`src/hw/rtl/qcci_pkg.sv`:
```
// ----------------------------------------------------------------------------
// qcci_pkg
// Types and constants shared by the Q15 complex channel inverter.
// ----------------------------------------------------------------------------
package qcci_pkg;

   localparam int MAX_SHIFT_DEFAULT = 14;
   localparam int Q15_BITS          = 15;
   localparam int QUEUE_DEPTH       = 2;
   localparam int QUO_W             = 16;

   localparam logic signed [15:0] REF_REAL_RESET = 16'sd16384;
   localparam logic signed [15:0] REF_IMAG_RESET = 16'sd0;

   // register indexes on the csr port
   localparam logic REG_REF_REAL = 1'b0;
   localparam logic REG_REF_IMAG = 1'b1;

   typedef struct packed {
      logic signed [15:0] chan_real;
      logic signed [15:0] chan_imag;
   } req_type;

   typedef struct packed {
      logic signed [15:0] inv_real;
      logic signed [15:0] inv_imag;
      logic [3:0]         scale_shift;
      logic               not_found;
   } rsp_type;

   // unshifted products: |chan|^2, ref.chan* real and imaginary parts
   typedef struct packed {
      logic [31:0]        pwr;
      logic signed [32:0] re;
      logic signed [32:0] im;
   } prod_type;

endpackage

```
`src/hw/rtl/qcci_fifo.sv`:
```
// ----------------------------------------------------------------------------
// qcci_fifo
// Short queue of product sets between the front and back parts.
// ----------------------------------------------------------------------------
module qcci_fifo
   import qcci_pkg::*;
(
   input  logic     clock,
   input  logic     reset,
   input  logic     push,
   input  prod_type push_data,
   output logic     full,
   output logic     valid,
   input  logic     pop,
   output prod_type pop_data
);

   localparam int PTR_W = (QUEUE_DEPTH > 1) ? $clog2(QUEUE_DEPTH) : 1;
   localparam int CNT_W = $clog2(QUEUE_DEPTH + 1);
   localparam logic [PTR_W-1:0] LAST_PTR = PTR_W'(QUEUE_DEPTH - 1);

   prod_type         mem_ff [QUEUE_DEPTH];
   logic [PTR_W-1:0] wr_ptr_ff, wr_ptr_in;
   logic [PTR_W-1:0] rd_ptr_ff, rd_ptr_in;
   logic [CNT_W-1:0] count_ff, count_in;
   logic             do_push, do_pop;

   assign full     = (count_ff == CNT_W'(QUEUE_DEPTH));
   assign valid    = (count_ff != '0);
   assign pop_data = mem_ff[rd_ptr_ff];
   assign do_push  = push && !full;
   assign do_pop   = pop && valid;

   always_comb begin
      wr_ptr_in = wr_ptr_ff;
      rd_ptr_in = rd_ptr_ff;
      count_in  = count_ff;
      if (do_push) begin
         wr_ptr_in = (wr_ptr_ff == LAST_PTR) ? '0 : wr_ptr_ff + 1'b1;
      end
      if (do_pop) begin
         rd_ptr_in = (rd_ptr_ff == LAST_PTR) ? '0 : rd_ptr_ff + 1'b1;
      end
      if (do_push && !do_pop) begin
         count_in = count_ff + 1'b1;
      end else if (!do_push && do_pop) begin
         count_in = count_ff - 1'b1;
      end
   end

   always_ff @(posedge clock) begin
      if (reset) begin
         wr_ptr_ff <= '0;
         rd_ptr_ff <= '0;
         count_ff  <= '0;
      end else begin
         wr_ptr_ff <= wr_ptr_in;
         rd_ptr_ff <= rd_ptr_in;
         count_ff  <= count_in;
      end
   end

   always_ff @(posedge clock) begin
      if (do_push) begin
         mem_ff[wr_ptr_ff] <= push_data;
      end
   end

endmodule

```
`src/hw/rtl/qcci_front.sv`:
```
// ----------------------------------------------------------------------------
// qcci_front
// Takes a channel estimate and forms |chan|^2 and ref.chan* with one shared
// 16x16 multiplier, one product per step, then pushes the set into the queue.
// ----------------------------------------------------------------------------
module qcci_front
   import qcci_pkg::*;
(
   input  logic               clock,
   input  logic               reset,
   input  logic               req_valid,
   output logic               req_stall,
   input  req_type            req_data,
   input  logic signed [15:0] ref_real,
   input  logic signed [15:0] ref_imag,
   output logic               q_push,
   output prod_type           q_data,
   input  logic               q_full
);

   localparam logic [2:0] STEP_PWR_A = 3'd0;
   localparam logic [2:0] STEP_PWR_B = 3'd1;
   localparam logic [2:0] STEP_RE_A  = 3'd2;
   localparam logic [2:0] STEP_RE_B  = 3'd3;
   localparam logic [2:0] STEP_IM_A  = 3'd4;
   localparam logic [2:0] STEP_IM_B  = 3'd5;

   logic               busy_ff, busy_in;
   logic [2:0]         step_ff, step_in;
   logic signed [15:0] cr_ff, ci_ff;
   logic signed [32:0] acc_ff, acc_in;
   logic [31:0]        pwr_ff;
   logic signed [32:0] re_ff;
   logic signed [15:0] op_a, op_b;
   logic signed [31:0] prod;
   logic signed [32:0] prod_x;
   logic               accept, advance;

   assign req_stall = busy_ff;
   assign accept    = req_valid && !busy_ff;

   always_comb begin
      case (step_ff)
         STEP_PWR_A: begin op_a = cr_ff;    op_b = cr_ff; end
         STEP_PWR_B: begin op_a = ci_ff;    op_b = ci_ff; end
         STEP_RE_A:  begin op_a = ref_real; op_b = cr_ff; end
         STEP_RE_B:  begin op_a = ref_imag; op_b = ci_ff; end
         STEP_IM_A:  begin op_a = ref_imag; op_b = cr_ff; end
         STEP_IM_B:  begin op_a = ref_real; op_b = ci_ff; end
         default:    begin op_a = '0;       op_b = '0;    end
      endcase
   end

   assign prod   = op_a * op_b;
   assign prod_x = {prod[31], prod};

   // even steps start a sum, odd steps finish it
   always_comb begin
      if (!step_ff[0]) begin
         acc_in = prod_x;
      end else if (step_ff == STEP_IM_B) begin
         acc_in = acc_ff - prod_x;
      end else begin
         acc_in = acc_ff + prod_x;
      end
   end

   assign q_push         = busy_ff && (step_ff == STEP_IM_B) && !q_full;
   assign q_data.pwr     = pwr_ff;
   assign q_data.re      = re_ff;
   assign q_data.im      = acc_in;
   assign advance        = busy_ff && ((step_ff != STEP_IM_B) || !q_full);

   always_comb begin
      busy_in = busy_ff;
      step_in = step_ff;
      if (accept) begin
         busy_in = 1'b1;
         step_in = STEP_PWR_A;
      end else if (advance) begin
         if (step_ff == STEP_IM_B) begin
            busy_in = 1'b0;
            step_in = STEP_PWR_A;
         end else begin
            step_in = step_ff + 1'b1;
         end
      end
   end

   always_ff @(posedge clock) begin
      if (reset) begin
         busy_ff <= 1'b0;
         step_ff <= STEP_PWR_A;
      end else begin
         busy_ff <= busy_in;
         step_ff <= step_in;
      end
   end

   always_ff @(posedge clock) begin
      if (accept) begin
         cr_ff <= req_data.chan_real;
         ci_ff <= req_data.chan_imag;
      end
      if (advance) begin
         acc_ff <= acc_in;
         if (step_ff == STEP_PWR_B) begin
            pwr_ff <= acc_in[31:0];
         end
         if (step_ff == STEP_RE_B) begin
            re_ff <= acc_in;
         end
      end
   end

endmodule

```
`src/hw/rtl/qcci_back.sv`:
```
// ----------------------------------------------------------------------------
// qcci_back
// Shift search over the queued products; if a shift passes, two restoring
// dividers in parallel, one quotient bit per cycle; then the output register.
// ----------------------------------------------------------------------------
module qcci_back
   import qcci_pkg::*;
#(
   parameter int MAX_SHIFT = MAX_SHIFT_DEFAULT
) (
   input  logic     clock,
   input  logic     reset,
   input  logic     q_valid,
   input  prod_type q_data,
   output logic     q_pop,
   output logic     rsp_valid,
   input  logic     rsp_stall,
   output rsp_type  rsp_data
);

   // shifting chan by s scales p by 4^s and re, im by 2^s
   localparam int P_W = 32 + 2 * (MAX_SHIFT - 1);
   localparam int M_W = 32 + (MAX_SHIFT - 1);
   localparam logic [3:0] LAST_SHIFT = 4'(MAX_SHIFT - 1);
   localparam logic [3:0] LAST_BIT   = 4'(QUO_W - 1);

   localparam logic [1:0] ST_IDLE   = 2'd0;
   localparam logic [1:0] ST_SEARCH = 2'd1;
   localparam logic [1:0] ST_DIVIDE = 2'd2;
   localparam logic [1:0] ST_DONE   = 2'd3;

   logic [1:0]       state_ff, state_in;
   logic [P_W-1:0]   pwr_ff;
   logic [M_W-1:0]   rmag_ff, imag_ff;
   logic             rneg_ff, ineg_ff;
   logic [3:0]       shift_ff;
   logic [P_W-1:0]   dsh_ff;
   logic [P_W-1:0]   rrem_ff, irem_ff;
   logic [QUO_W-1:0] rquo_ff, iquo_ff;
   logic [3:0]       cnt_ff;
   logic             fail_ff;
   logic             rsp_valid_ff;
   rsp_type          rsp_ff;

   logic [32:0]      re_abs, im_abs;
   logic             r_ok, i_ok, d_nz, pass;
   logic             r_ge, i_ge;
   logic             out_free;
   logic [QUO_W-1:0] res_re, res_im;
   logic [3:0]       res_shift;

   assign rsp_valid = rsp_valid_ff;
   assign rsp_data  = rsp_ff;
   assign out_free  = !rsp_valid_ff || !rsp_stall;
   assign q_pop     = (state_ff == ST_IDLE) && q_valid;

   assign re_abs = q_data.re[32] ? 33'(-q_data.re) : 33'(q_data.re);
   assign im_abs = q_data.im[32] ? 33'(-q_data.im) : 33'(q_data.im);

   assign r_ok = P_W'(rmag_ff) < pwr_ff;
   assign i_ok = P_W'(imag_ff) < pwr_ff;
   assign d_nz = |pwr_ff[P_W-1:Q15_BITS];
   assign pass = r_ok && i_ok && d_nz;

   assign r_ge = rrem_ff >= dsh_ff;
   assign i_ge = irem_ff >= dsh_ff;

   assign res_re    = rneg_ff ? QUO_W'(-rquo_ff) : rquo_ff;
   assign res_im    = ineg_ff ? QUO_W'(-iquo_ff) : iquo_ff;
   assign res_shift = (fail_ff || shift_ff == '0) ? 4'd0 : shift_ff - 4'd1;

   always_comb begin
      state_in = state_ff;
      case (state_ff)
         ST_IDLE: begin
            if (q_valid) begin
               state_in = ST_SEARCH;
            end
         end
         ST_SEARCH: begin
            if (pass) begin
               state_in = ST_DIVIDE;
            end else if (shift_ff == LAST_SHIFT) begin
               state_in = ST_DONE;
            end
         end
         ST_DIVIDE: begin
            if (cnt_ff == LAST_BIT) begin
               state_in = ST_DONE;
            end
         end
         ST_DONE: begin
            if (out_free) begin
               state_in = ST_IDLE;
            end
         end
         default: state_in = ST_IDLE;
      endcase
   end

   always_ff @(posedge clock) begin
      if (reset) begin
         state_ff     <= ST_IDLE;
         rsp_valid_ff <= 1'b0;
      end else begin
         state_ff <= state_in;
         if (state_ff == ST_DONE && out_free) begin
            rsp_valid_ff <= 1'b1;
         end else if (!rsp_stall) begin
            rsp_valid_ff <= 1'b0;
         end
      end
   end

   always_ff @(posedge clock) begin
      case (state_ff)
         ST_IDLE: begin
            pwr_ff   <= P_W'(q_data.pwr);
            rmag_ff  <= M_W'(re_abs[31:0]);
            imag_ff  <= M_W'(im_abs[31:0]);
            rneg_ff  <= q_data.re[32];
            ineg_ff  <= q_data.im[32];
            shift_ff <= '0;
            fail_ff  <= 1'b0;
         end
         ST_SEARCH: begin
            if (pass) begin
               dsh_ff  <= {pwr_ff[P_W-1:Q15_BITS], Q15_BITS'(0)};
               rrem_ff <= P_W'(rmag_ff);
               irem_ff <= P_W'(imag_ff);
               cnt_ff  <= '0;
            end else if (shift_ff == LAST_SHIFT) begin
               fail_ff <= 1'b1;
               rquo_ff <= '0;
               iquo_ff <= '0;
               rneg_ff <= 1'b0;
               ineg_ff <= 1'b0;
            end else begin
               pwr_ff   <= pwr_ff << 2;
               rmag_ff  <= rmag_ff << 1;
               imag_ff  <= imag_ff << 1;
               shift_ff <= shift_ff + 4'd1;
            end
         end
         ST_DIVIDE: begin
            if (r_ge) begin
               rrem_ff <= rrem_ff - dsh_ff;
            end
            if (i_ge) begin
               irem_ff <= irem_ff - dsh_ff;
            end
            rquo_ff <= {rquo_ff[QUO_W-2:0], r_ge};
            iquo_ff <= {iquo_ff[QUO_W-2:0], i_ge};
            dsh_ff  <= dsh_ff >> 1;
            cnt_ff  <= cnt_ff + 4'd1;
         end
         ST_DONE: begin
            if (out_free) begin
               rsp_ff.inv_real    <= res_re;
               rsp_ff.inv_imag    <= res_im;
               rsp_ff.scale_shift <= res_shift;
               rsp_ff.not_found   <= fail_ff;
            end
         end
         default: ;
      endcase
   end

endmodule

```
`src/hw/rtl/q15_complex_channel_inverter_top.sv`:
```
// ----------------------------------------------------------------------------
// q15_complex_channel_inverter_top
// Scaled Q15 inverse of a complex channel estimate: ref / chan.
// ----------------------------------------------------------------------------
// Usage:
//   req_* carries one channel estimate per transfer; rsp_* returns one result
//   per estimate, in order. Both use valid/stall; a result sits in the output
//   register until the receiver drops rsp_stall.
//   csr_* writes the reference phasor (index 0 real, index 1 imaginary); write
//   only while no estimate is in flight.
// Path: multiply-accumulate in the front (one shared 16x16 multiplier), the
//   queue and load into the back part, 1 to MAX_SHIFT shift trials, the
//   divide (one quotient bit per cycle, both parts in parallel) and the
//   output register; the divide is skipped when no shift passes.
// The back part sets the rate of items and the front fills the queue
//   meanwhile, so the front can take a new estimate while the back part
//   still works on earlier ones.
// Reset clears the queue, control state and output valid, and loads the
//   reference phasor with 0.5 + 0j. A stalled receiver holds the result; the
//   queue then fills and req_stall rises.
// ----------------------------------------------------------------------------
module q15_complex_channel_inverter_top
   import qcci_pkg::*;
#(
   parameter int MAX_SHIFT = MAX_SHIFT_DEFAULT
) (
   input  logic        clock,
   input  logic        reset,
   input  logic        req_valid,
   output logic        req_stall,
   input  req_type     req_data,
   output logic        rsp_valid,
   input  logic        rsp_stall,
   output rsp_type     rsp_data,
   input  logic        csr_write_en,
   input  logic        csr_index,
   input  logic [15:0] csr_wdata
);

   logic signed [15:0] ref_real_ff;
   logic signed [15:0] ref_imag_ff;
   logic               q_push, q_full, q_valid, q_pop;
   prod_type           q_in, q_out;

   always_ff @(posedge clock) begin
      if (reset) begin
         ref_real_ff <= REF_REAL_RESET;
         ref_imag_ff <= REF_IMAG_RESET;
      end else if (csr_write_en) begin
         case (csr_index)
            REG_REF_REAL: ref_real_ff <= csr_wdata;
            REG_REF_IMAG: ref_imag_ff <= csr_wdata;
            default: ;
         endcase
      end
   end

   qcci_front u_front (
      .clock     (clock),
      .reset     (reset),
      .req_valid (req_valid),
      .req_stall (req_stall),
      .req_data  (req_data),
      .ref_real  (ref_real_ff),
      .ref_imag  (ref_imag_ff),
      .q_push    (q_push),
      .q_data    (q_in),
      .q_full    (q_full)
   );

   qcci_fifo u_fifo (
      .clock     (clock),
      .reset     (reset),
      .push      (q_push),
      .push_data (q_in),
      .full      (q_full),
      .valid     (q_valid),
      .pop       (q_pop),
      .pop_data  (q_out)
   );

   qcci_back #(
      .MAX_SHIFT (MAX_SHIFT)
   ) u_back (
      .clock     (clock),
      .reset     (reset),
      .q_valid   (q_valid),
      .q_data    (q_out),
      .q_pop     (q_pop),
      .rsp_valid (rsp_valid),
      .rsp_stall (rsp_stall),
      .rsp_data  (rsp_data)
   );

endmodule
```
`config.mk`:
```
export PLATFORM = sky130hd
export DESIGN_NAME = q15_complex_channel_inverter_top
export DESIGN_NICKNAME = d
export VERILOG_FILES = /design/src/hw/rtl/qcci_pkg.sv /design/src/hw/rtl/qcci_fifo.sv /design/src/hw/rtl/qcci_front.sv /design/src/hw/rtl/qcci_back.sv /design/src/hw/rtl/q15_complex_channel_inverter_top.sv
export SDC_FILE = /design/constraint.sdc
export NUM_CORES = 2
export LEC_CHECK = 0
export ABC_AREA = 1
export BUFFER_PORTS_ARGS = -buffer_cell sky130_fd_sc_hd__buf_2
export CAP_MARGIN = 20
export CELL_PAD_IN_SITES_DETAIL_PLACEMENT = 0
export CELL_PAD_IN_SITES_GLOBAL_PLACEMENT = 1
export CORE_ASPECT_RATIO = 0.6
export CORE_MARGIN = 4
export CORE_UTILIZATION = 51
export CTS_BUF_LIST = sky130_fd_sc_hd__clkbuf_2 sky130_fd_sc_hd__clkbuf_4 sky130_fd_sc_hd__clkbuf_8
export DETAILED_ROUTE_END_ITERATION = 12
export GPL_TIMING_DRIVEN = 0
export PLACE_DENSITY_LB_ADDON = 0.3
export SLEW_MARGIN = 0
export SYNTH_ARGS = -nofsm -noshare
export SYNTH_HDL_FRONTEND = slang
export SYNTH_SLANG_ARGS = --single-unit
```
`constraint.sdc`:
```
create_clock -name clock -period 16.7 [get_ports clock]
set_clock_uncertainty 0.2 [all_clocks]
set_input_delay 2.505 -clock clock [delete_from_list [all_inputs] [get_ports clock]]
set_output_delay 2.505 -clock clock [all_outputs]
set_load 0.05 [all_outputs]
```
==> metrics.md <==
| Metric | Value |
|---|---|
| Status | finished, final reports clean |
| Share of post-route cells with drive strength above 1 | 7.63% |
| Synth async-reset ratio | 0% |
| Half-perimeter wire length after placement | 161000 um |
| Slowest stage delay, CP | 0.83 ns |
| CTS clk-pin slew, worst paths | 0.08 ns |
| Post-Synthesis Cell Area | 54800 sq um |
| Synth cell types | between 60 and 70 |
| # fillers | 9634 |
| Worst EP required | 16.91 ns |
| Die Ht | 262 um |
| Slowest-stage cell, CP | a21oi_1 |
| Fmax | 72.4 MHz |
| Full die area | 113000 sq um |
| Final ANT Viol Nets | 0 |
| Sequential fraction of the synthesis area | 41.5% |
| Tmin final | approximately 14 ns |
| Clk sink count | 772 |
| Routed Wire Length | 195000 um |
| DR DRC count | 0 |
| Final Hold Fails | 0 |
| WL per Instance | roughly 24 um |
| Drt first pass iters | 6 |
| I/O Buffers | 92 |
| Final worst path period share | 82.7% |
| Core area | 106000 sq um |
| CTS tree | done |
| CTS root buffer | clkbuf_8 |
| Number of global-route vias before repair | 42600 |
| DR vias | 46800 |
| Post-Syn Area per Cell | 8.64 sq um |
| Post-synth top area cell | edfxtp_1 |
| Cells after synthesis | about 6300 |
| Hold Crit Class | reg2reg |
| Cts hold-fix bufs | 0 |
| # rows | 92 |
| Dominant synthesized flop cell | edfxtp_1 |
| Chip Width | ~430 um |
| # setup viols final | 0 |
| Initial antenna violation count | 11 |
| Clk_lat worst skew | 0.87 ns |
| CTS H-tree lvls | 3 |
| Post CTS Setup Buffer Count | 0 |
| Post-Syn Nets | approximately 7000 |
| R2r setup slk | 2.89 ns |
| Tot GR Track Use | between 30% and 40% |
| Dominant cells by area after synthesis | edfxtp_1 (40%), fa_1 (9.7%), nand2_1 (8.7%), ha_1 (7.6%), inv_1 (7.5%) |
| First-pass GRT wire length | 284000 um |
| Max_cap viols | 0 |
| Largest net degree at the start of global routing | 62 |
| Max Transition Viols Final | 0 |
| Type of the worst setup path | reg2reg |
| Total congestion overflow | 0 |
| TNS Setup | 0 ns |
| Post-synth EDFFs | around 730 |
| Vias per cell | 5.77 |
| Crit path top cell by count | inv_1 |
| CTS buffer count | approximately 120 |
| Yosys top cell area share | about two fifths |
| Final nets | 7257 |
| RSZ-0062 raised after global routing | no |
| Worst-path maximum fanout | 10 |
| Crit. End Element | flip-flop |
| Synth Register Bits | 772 |
| I/O pins | 93 |
| Arr. time, crit path | 14.02 ns |
| Crit start category | flip-flop |
| Post-CTS sizing | 0 |
| Warnings, synthesis | 0 |
| Clk buf depth | 3 |
| Max-slew headroom | 13.9% |
| Slew @ Worst Pin | between 1 and 1.5 ns |
| Iter 0 DRT Violations | 6598 |
| Synth-to-layout area growth | 10.2% |
| GPL Wtd Cong | between 1 and 1.5 |
| Starting Density | between 50% and 60% |
## worst max-delay path, delay by kind of cell, from the launching register on
family	cells	cell delay (ns)
compound gates	8	3.09
xor+xnor	2	0.67
fa+ha+maj	9	4.06
buf+inv	12	2.36
flops	1	0.34
simple gates	14	2.59
## placed cells by master, fill, tap and decap left out, types with 30 or more instances in the layout
cell type  instances
nor2_1           702
a21oi_1          386
a22oi_1           30
a31oi_1           45
nand2_1         1271
inv_1           1090
clkbuf_1         114
nand4_1           43
o21ai_1           32
xnor2_1           42
edfxtp_1         728
nor3_1            62
clkbuf_4          45
o21ai_0          439
nand3_1          205
or2_2             55
buf_2            101
fa_1             265
ha_1             333
xor2_1            93
clkbuf_8         120
dfxtp_1           44
## worst paths after layout
kind	end	depth (start not counted)	startpoint
worst min register to register	u_fifo.mem_ff[0][62]$_DFFE_PP_	0	u_front.re_ff[29]$_DFFE_PP_
worst max register to register	u_front.re_ff[29]$_DFFE_PP_	45	u_front.step_ff[2]$_SDFFE_PP0P_
worst min-delay path	u_fifo.mem_ff[0][62]$_DFFE_PP_	0	u_front.re_ff[29]$_DFFE_PP_
worst max-delay path	u_front.re_ff[29]$_DFFE_PP_	45	u_front.step_ff[2]$_SDFFE_PP0P_
## cell type report
cell class,count,area [sq um],area share [%]
Antenna cell,3,7.51,0.0124
Clock buffer,161,1960,3.24
Multi-Input combinational cell,4323,27400,45.3
Buffer,142,636,1.05
Timing Repair Buffer,143,1280,2.13
Tap cell,1410,1760,2.92
Clock inverter,45,505,0.836
Sequential cell,772,22700,37.6
Inverter,1108,4160,6.89
## flip-flops by register name, indices dropped and copies added (netlist names), 3 cells and up, named ones only
signal,flops
u_back.imag_ff,45
ref_imag_ff,16
u_back.pwr_ff,58
u_back.cnt_ff,4
u_front.re_ff,33
ref_real_ff,16
u_back.rrem_ff,58
u_front.ci_ff,16
u_back.rmag_ff,45
u_back.rquo_ff,16
u_back.iquo_ff,16
u_fifo.mem_ff,196
u_front.pwr_ff,32
u_back.shift_ff,4
u_back.dsh_ff,58
u_front.cr_ff,16
u_front.acc_ff,33
u_back.rsp_data,37
u_front.step_ff,3
u_back.irem_ff,58
## logic make-up after synthesis
logic type / count (synthesis) / share of synthesized area (%)
fa+ha+maj: 598 / 17.3
flops: 772 / 41.5
mux: 14 / 0.256
simple gates: 2469 / 18.7
compound gates: 1100 / 11.2
xor+xnor: 142 / 2.38
buf+inv: 1250 / 8.75
## cell usage after synthesis (all sizes together) (28+ instances only)
library cell	number
nand3	207
inv	1100
buf	28
edfxtp	728
nand4	46
a22oi	30
o21ai	485
ha	333
a31oi	45
o21a	29
xnor2	47
nand2	1292
fa	265
nor3	66
nor2	730
dfxtp	44
or2	74
a21oi	395
nor4	28
xor2	95
clkbuf	114
## stage by stage
stage	std cells	util, %	worst slack, ns	hold WS (ns)	area (sq um)
3_3_place_gp	7847	53.9	-2.71	0.224	57000
2_1_floorplan	6345	-	3.81	0.220	54800
5_1_grt	8105	57.1	2.53	0.238	60400
3_5_place_dp	7886	54.7	3.73	0.229	57800
6_report	8107	57.1	2.89	0.225	60400
4_1_cts	8092	57.0	3.61	0.226	60300
## layer usage
metal,up-vias,global-route usage (%),part of all wire [%]
met5,-,0,0.0056
met4,2,4.04,0.95
met3,143,18.3,18
met2,2696,36.5,31
met1,22600,58.3,50
li1,21300,-,-
Power is left out: the tool's default activity adds up to more than one toggle a clock period on the data nets, which glitch-free logic cannot reach.
